**src/design/ftf_pkg.sv**
```systemverilog
// Shared constants, types and decode function of the force/torque frame filter.
package ftf_pkg;

    localparam int FRACTION_BITS = 8;
    localparam int CHANNELS      = 6;
    localparam int RAW_W         = 16;
    localparam int ID_W          = 11;
    localparam int VAL_W         = 26;
    localparam int OUT_W         = 25;
    localparam int WEIGHT_W      = 16;
    localparam int CNT_W         = 8;
    localparam int CFG_IDX_W     = 1;
    localparam int CFG_DATA_W    = 16;
    localparam int DIFF_W        = VAL_W + 1;
    localparam int PROD_W        = DIFF_W + WEIGHT_W + 1;

    localparam int IN_DATA_W     = 48;
    localparam int IN_USER_W     = 12;
    localparam int OUT_DATA_W    = 152;
    localparam int OUT_USER_W    = 1;

    localparam logic [ID_W-1:0]       FORCE_FRAME_ID  = 11'd1;
    localparam logic [RAW_W-1:0]      FORCE_OFFSET    = 16'd30000;
    localparam logic [RAW_W-1:0]      TORQUE_OFFSET   = 16'd25000;
    localparam logic [WEIGHT_W-1:0]   WEIGHT_RESET    = 16'd33567;
    localparam logic [CNT_W-1:0]      CAL_LEN_RESET   = 8'd100;
    localparam logic [CNT_W-1:0]      CNT_MAX         = 8'd255;

    localparam logic [CFG_IDX_W-1:0]  CFG_WEIGHT      = 1'd0;
    localparam logic [CFG_IDX_W-1:0]  CFG_CAL_LENGTH  = 1'd1;

    typedef logic signed [VAL_W-1:0] t_val;

    // raw - offset (or offset - raw), scaled up by the fraction bits
    function automatic t_val decode(input logic [RAW_W-1:0] raw,
                                    input logic [RAW_W-1:0] offset,
                                    input logic neg);
        logic signed [RAW_W+1:0] d;
        t_val                    d_ext;
        if (neg) begin
            d = $signed({2'b00, offset}) - $signed({2'b00, raw});
        end else begin
            d = $signed({2'b00, raw}) - $signed({2'b00, offset});
        end
        d_ext = t_val'(d);
        return d_ext <<< FRACTION_BITS;
    endfunction

endpackage

```
**src/design/ftf_chan.sv**
```systemverilog
// One channel's low-pass step: filt + floor(weight * (last - filt) / 2^16).
module ftf_chan (
    input  ftf_pkg::t_val                        i_last,
    input  ftf_pkg::t_val                        i_filt,
    input  logic [ftf_pkg::WEIGHT_W-1:0]         i_weight,
    output ftf_pkg::t_val                        o_filt
);
    import ftf_pkg::*;

    logic signed [DIFF_W-1:0]     diff;
    logic signed [PROD_W-1:0]     prod;
    logic signed [WEIGHT_W:0]     weight_s;

    assign weight_s = $signed({1'b0, i_weight});
    assign diff     = DIFF_W'(i_last) - DIFF_W'(i_filt);
    assign prod     = PROD_W'(diff) * PROD_W'(weight_s);

    // arithmetic shift gives the floor; the step always fits the state width
    assign o_filt   = i_filt + t_val'(prod >>> WEIGHT_W);

endmodule

```
**config.mk**
```make
export PLATFORM = sky130hd
export DESIGN_NAME = ftf_chan
export DESIGN_NICKNAME = d
export VERILOG_FILES = /design/src/design/ftf_pkg.sv /design/src/design/ftf_chan.sv
export SDC_FILE = /design/constraint.sdc
export NUM_CORES = 1
export LEC_CHECK = 0
export ABC_AREA = 1
export BUFFER_PORTS_ARGS = -buffer_cell sky130_fd_sc_hd__buf_2
export CORE_AREA = 3 3 135 235
export DETAILED_ROUTE_END_ITERATION = 16
export DIE_AREA = 0 0 138 238
export GPL_TIMING_DRIVEN = 0
export PLACE_DENSITY = 0.78
export SLEW_MARGIN = 15
export SYNTH_ARGS = -nofsm -noshare
export SYNTH_HDL_FRONTEND = slang
export SYNTH_SLANG_ARGS = --single-unit
export TNS_END_PERCENT = 30
```
**constraint.sdc**
```tcl
create_clock -name vclk -period 9.85
set_input_delay 0.4925 -clock vclk [all_inputs]
set_output_delay 0.4925 -clock vclk [all_outputs]
set_load 0.05 [all_outputs]
```
==> results of run 1 <==
==> cell type report <==
class / count / share of cell area
Multi-Input combinational cell: 1642 / 0.8029
Inverter: 650 / 0.1169
Timing Repair Buffer: 148 / 0.04436
Tap cell: 387 / 0.02307
Buffer: 50 / 0.01276
==> worst min-delay path, stage by stage <==
cell	delay [ns]
buf_2	0.11
ha_1	0.13
buf_2	0.25
==> final timing paths <==
check / slack [ns] / cells past startpoint / startpoint / end
worst max-delay path: 0.09 / 46 / i_filt[20] / o_filt[25]
worst min-delay path: 1.48 / 3 / i_filt[0] / o_filt[0]
==> metrics by stage <==
stage,utilization,setup TNS (ns),std cells,hold slack [ns]
floorplan,-,0,2344,1.363
finish,0.6981,0,2877,1.482
detailed placement,0.6265,-16.72,2818,1.486
CTS,0.6481,0,2830,1.488
global route,0.6981,-0.5454,2877,1.512
global placement,0.6263,-17.14,2818,1.479
==> timing repair <==
item	CTS	global route
endpoints found under the setup margin	20	20
gates resized for setup	115	243
hold buffers	0	0
cloned	0	0
pin swaps	14	87
buffers inserted	13	48
==> layer usage <==
layer  GRT usage  vias to the layer above
li1            -                     7177
met1      0.3620                     8205
met3     0.03930                      356
met5           0                        -
met4      0.3533                        0
met2      0.6572                      940
==> cell usage after synthesis, types with 9 or more instances <==
| library cell | number |
|---|---|
| xnor2_1 | 23 |
| inv_1 | 638 |
| nand2_1 | 356 |
| a21oi_1 | 97 |
| nand4_1 | 10 |
| nor4_1 | 9 |
| nor2_1 | 271 |
| fa_1 | 407 |
| a31oi_1 | 13 |
| a21o_1 | 10 |
| ha_1 | 153 |
| o21ai_0 | 47 |
| nand3_1 | 97 |
| clkinv_1 | 9 |
| xor2_1 | 39 |
| or2_2 | 39 |
| clkbuf_1 | 40 |
==> cell families after synthesis <==
kind of cell	Yosys count	share of synthesized area
AO/OA/AOI/OAI	203	0.06464
XOR/XNOR	65	0.03305
adder cells (fa/ha/maj)	560	0.5619
buffers and inverters	702	0.1497
AND/OR/NAND/NOR	814	0.1907
==> summary.md, run 1 <==
| Metric | Value |
|---|---|
| Initial antenna violation count | 1 |
| Commonest cells after routing, fill and taps aside | inv_1, fa_1, nand2_1, nor2_1, ha_1 |
| Synth cell types | 46 |
| CLK BUF | 0 |
| Row count | 84 |
| Metal3 WL | 4.096 mm |
| I/O Buffers | 87 |
| Min-delay worst type | in2out |
| Drt initial violations | 1300 |
| Post-route cell area | 20990 µm² |
| Filler Cell Count | 2518 |
| First drt pass iteration count | 7 |
| Area delta synth->final | 17.20% |
| Diodes inserted | 0 |
| Slowest-stage cell, CP | fa_2 |
| Final HPWL DP | 52.21 mm |
| Max Fclk | 102.5 MHz |
| Vias/cell | 5.797 |
| Area share of the largest cell type after synthesis | 0.4550 |
| Die area | 32840 µm² |
| Part of the Yosys area used for sequential elements | 0 |
| M1 WL | 19.13 mm |
| Pre-CTS setup slack | -1.323 ns |
| Biggest area consumer among synthesized cells | fa_1 |
| Pin count of the biggest net entering global routing | 13 |
| DRC | 0 |
| GR Util All Layers | 0.3666 |
| Die H | 238 µm |
| Number of sequential cells | 0 |
| Wire per inst | 22.02 µm |
| Top sig layer | met4 |
| Post-Route WL | 63.36 mm |
| Global-route wire length before repair | 92.34 mm |
| Post-synthesis cell area | 17910 µm² |
| Register area | 0 µm² |
| Startpoint types | input port |
| Met2 WL | 32.12 mm |
| Final net count | 3120 |
| Final WS setup | 0.09291 ns |
| Count of mapped cells out of synthesis | 2344 |
| Synthesized area per cell | 7.639 µm² |
| Max_slew headroom | 0.2830 |
| Period minus WS final | 9.757 ns |
| Status | finished clean |
| Initial core utilization | 0.5957 |
| GRT overflow | 0 |
| Count of yosys warnings during synthesis | 0 |
| Final Hold Viols | 0 |
| Max FO, Critical Path | 7 |
| Max-Cap Viols | 0 |
| Crit-path leading delay family | adder cells |
| Crit path buf inv count | 15 |
| Layout cells sized above 1 | 0.1791 |
| Vias in the first global route | 17437 |
| DRT antenna net count | 0 |
| Largest cells by area after synthesis | fa_1, inv_1, ha_1 |
| Via count | 16678 |
| Crit Path Category | in2out |
| Slew Limit Fails | 0 |
| Placed inst area | 18830 µm² |
| Critical Path Max Stage Delay | 0.67 ns |
| RSZ-0062 raised after global routing | true |
| Area of the multi-input gates | 16850 µm² |
| Die width | 138 µm |
| IO Pins | 94 |
| # setup viols final | 0 |
| Most common cell after layout, fill and taps aside | inv_1 |
| Period utilisation layout | 0.9906 |
| Worst-Margin Slew | 1.076 ns |
| GP Congestion | 0.9987 |
| Syn nets | 2972 |
| CP Data Required Time | 9.36 ns |
| Crit path DAT | 9.26 ns |
| CP endpoint kind | primary output |
| Core area | 30060 µm² |
Power of run 1 is left out: the tool's default activity adds up to more than one toggle a clock period on the data nets, which glitch-free logic cannot reach.
==> run 2: changes to the inputs <==
--- a/config.mk
+++ b/config.mk
@@ -12,6 +12,7 @@
 export DIE_AREA = 0 0 138 238
 export GPL_TIMING_DRIVEN = 0
 export PLACE_DENSITY = 0.78
+export REMOVE_ABC_BUFFERS = 1
 export SLEW_MARGIN = 15
 export SYNTH_ARGS = -nofsm -noshare
 export SYNTH_HDL_FRONTEND = slang
==> run 2 against run 1 <==
Against the previous run: cell count is 1.3% lower; first-iteration DRC count is 27% lower; maximum frequency is 1.3% higher; final area is 1.6% lower; non-clock buffer count is 38 lower; core utilization is 1.1 points lower; die area stayed put.
==> summary.md, run 2 (same netlist as run 1, synthesis figures left out) <==
| Metric | Value |
|---|---|
| Worst-Margin Slew | 1.203 ns (was 1.076 ns) |
| GRT overflow | 0 (unchanged) |
| Final net count | 3083 (was 3120) |
| IO Pins | 94 (unchanged) |
| Hold Crit Depth | 3 (unchanged) |
| Final WS setup | 0.2169 ns (was 0.09291 ns) |
| CLK BUF | 0 (unchanged) |
| Die area | 32840 µm² (unchanged) |
| Register area | 0 µm² (unchanged) |
| First drt pass iteration count | 6 (was 7) |
| Wire per inst | 21.15 µm (was 22.02 µm) |
| Pin count of the biggest net entering global routing | 28 (was 13) |
| Final Hold Viols | 0 (unchanged) |
| Area of the multi-input gates | 16660 µm² (was 16850 µm²) |
| Min-delay worst type | in2out (unchanged) |
| Max-Cap Viols | 0 (unchanged) |
| DRT antenna net count | 0 (unchanged) |
| Post-route cell area | 20650 µm² (was 20990 µm²) |
| RSZ-0062 raised after global routing | true (unchanged) |
| GR Util All Layers | 0.3573 (was 0.3666) |
| Max Fclk | 103.8 MHz (was 102.5 MHz) |
| DRC | 0 (unchanged) |
| Post-Route WL | 60.07 mm (was 63.36 mm) |
| Layout cells sized above 1 | 0.1720 (was 0.1791) |
| Most common cell after layout, fill and taps aside | inv_1 (unchanged) |
| CP Data Required Time | 9.36 ns (about the same) |
| Critical path origin | i_filt[4] (was i_filt[20]) |
| Vias/cell | 5.793 (was 5.797) |
| Via count | 16453 (was 16678) |
| Hold slack | 1.465 ns (was 1.482 ns) |
| Crit Path Category | in2out (unchanged) |
| Diodes inserted | 0 (unchanged) |
| Pre-CTS setup slack | -1.175 ns (was -1.323 ns) |
| # setup viols final | 0 (unchanged) |
| Commonest cells after routing, fill and taps aside | inv_1, fa_1, nand2_1, nor2_1, ha_1 (unchanged) |
| Critical Path Max Stage Delay | 0.57 ns (was 0.67 ns) |
| Row count | 84 (unchanged) |
| HP Start | i_filt[0] (unchanged) |
| Drt initial violations | 945 (was 1300) |
| Vias in the first global route | 17857 (was 17437) |
| Global-route wire length before repair | 91.46 mm (was 92.34 mm) |
| Crit path DAT | 9.14 ns (was 9.26 ns) |
| Slew Limit Fails | 0 (unchanged) |
| Hold Buf Count CTS | 0 (unchanged) |
| Final HPWL DP | 48.28 mm (was 52.21 mm) |
| Max_slew headroom | 0.1972 (was 0.2830) |
| Max FO, Critical Path | 6 (was 7) |
| GP Congestion | 0.9738 (was 0.9987) |
| Startpoint types | input port (unchanged) |
| Die width | 138 µm (unchanged) |
| Initial core utilization | 0.5957 (unchanged) |
| Filler Cell Count | 2443 (was 2518) |
| Placed inst area | 18700 µm² (was 18830 µm²) |
| Area delta synth->final | 15.32% (was 17.20%) |
| Number of sequential cells | 0 (unchanged) |
| Core area | 30060 µm² (unchanged) |
| CP endpoint kind | primary output (unchanged) |
| I/O Buffers | 94 (was 87) |
| Period minus WS final | 9.633 ns (was 9.757 ns) |
| Die H | 238 µm (unchanged) |
| Initial antenna violation count | 0 (was 1) |
| Slowest-stage cell, CP | fa_1 (was fa_2) |
| Period utilisation layout | 0.9780 (was 0.9906) |
| Setup TNS Final | 0 ns (unchanged) |
| Status | finished clean (unchanged) |
| Most frequent CP cell | fa_1 |
| Hold Path End | o_filt[0] (unchanged) |
-- run 2: cell types whose count changed in the layout (fill, tap and decap cells not counted), sizes merged --
| cell | change |
|---|---|
| clkbuf | -38 |
| or2 | +1 |
| clkinvlp | -1 |
| inv | +1 |
-- run 2: worst max path at each step --
| stage | end | slack, ns | cells after the start |
|---|---|---|---|
| after floorplan | o_filt[19] | 0.59 | 36 |
| after global placement | o_filt[19] | -1.31 | 36 |
| after detailed placement | o_filt[19] | -1.17 | 38 |
| after CTS | o_filt[19] | 0.002 | 39 |
| after global routing | o_filt[25] | -0.13 | 46 |
| final | o_filt[18] | 0.22 | 39 |
-- run 2: per-layer routing --
metal / track usage / up-vias / routed length, µm
li1: - / 7114 / -
met1: 0.3480 / 8055 / 18150
met2: 0.6446 / 868 / 30720
met3: 0.04752 / 416 / 3757
met4: 0.3332 / 0 / 7451
met5: 0 / - / 0
-- run 2: cell type report --
type,instances,area share
timing repair buffer,160,0.05114
multi-input combinational,1643,0.8067
inverter,650,0.1188
tap,387,0.02345
-- run 2: what timing repair did --
action / in CTS / in global routing
resized for setup: 110 / 186
gates cloned: 0 / 1
pin swaps: 16 / 54
setup endpoints to repair: 19 / 20
buffers inserted: 22 / 42
-- run 2: worst max-delay path, delay by kind of cell --
family / cells / cell delay (ns)
AOI/OAI and AO/OA: 10 / 1.94
adders and majority gates: 10 / 4.42
buffers and inverters: 9 / 0.98
and+or+nand+nor: 8 / 0.95
xor gates and xnor gates: 2 / 0.33
-- run 2: stage by stage --
| stage | std cells | utilization |
|---|---|---|
| floorplan | 2292 | - |
| global placement | 2773 | 0.6195 |
| detailed placement | 2775 | 0.6220 |
| CTS | 2797 | 0.6451 |
| global route | 2840 | 0.6870 |
| finish | 2840 | 0.6870 |
Power of run 2 is left out for the same reason.
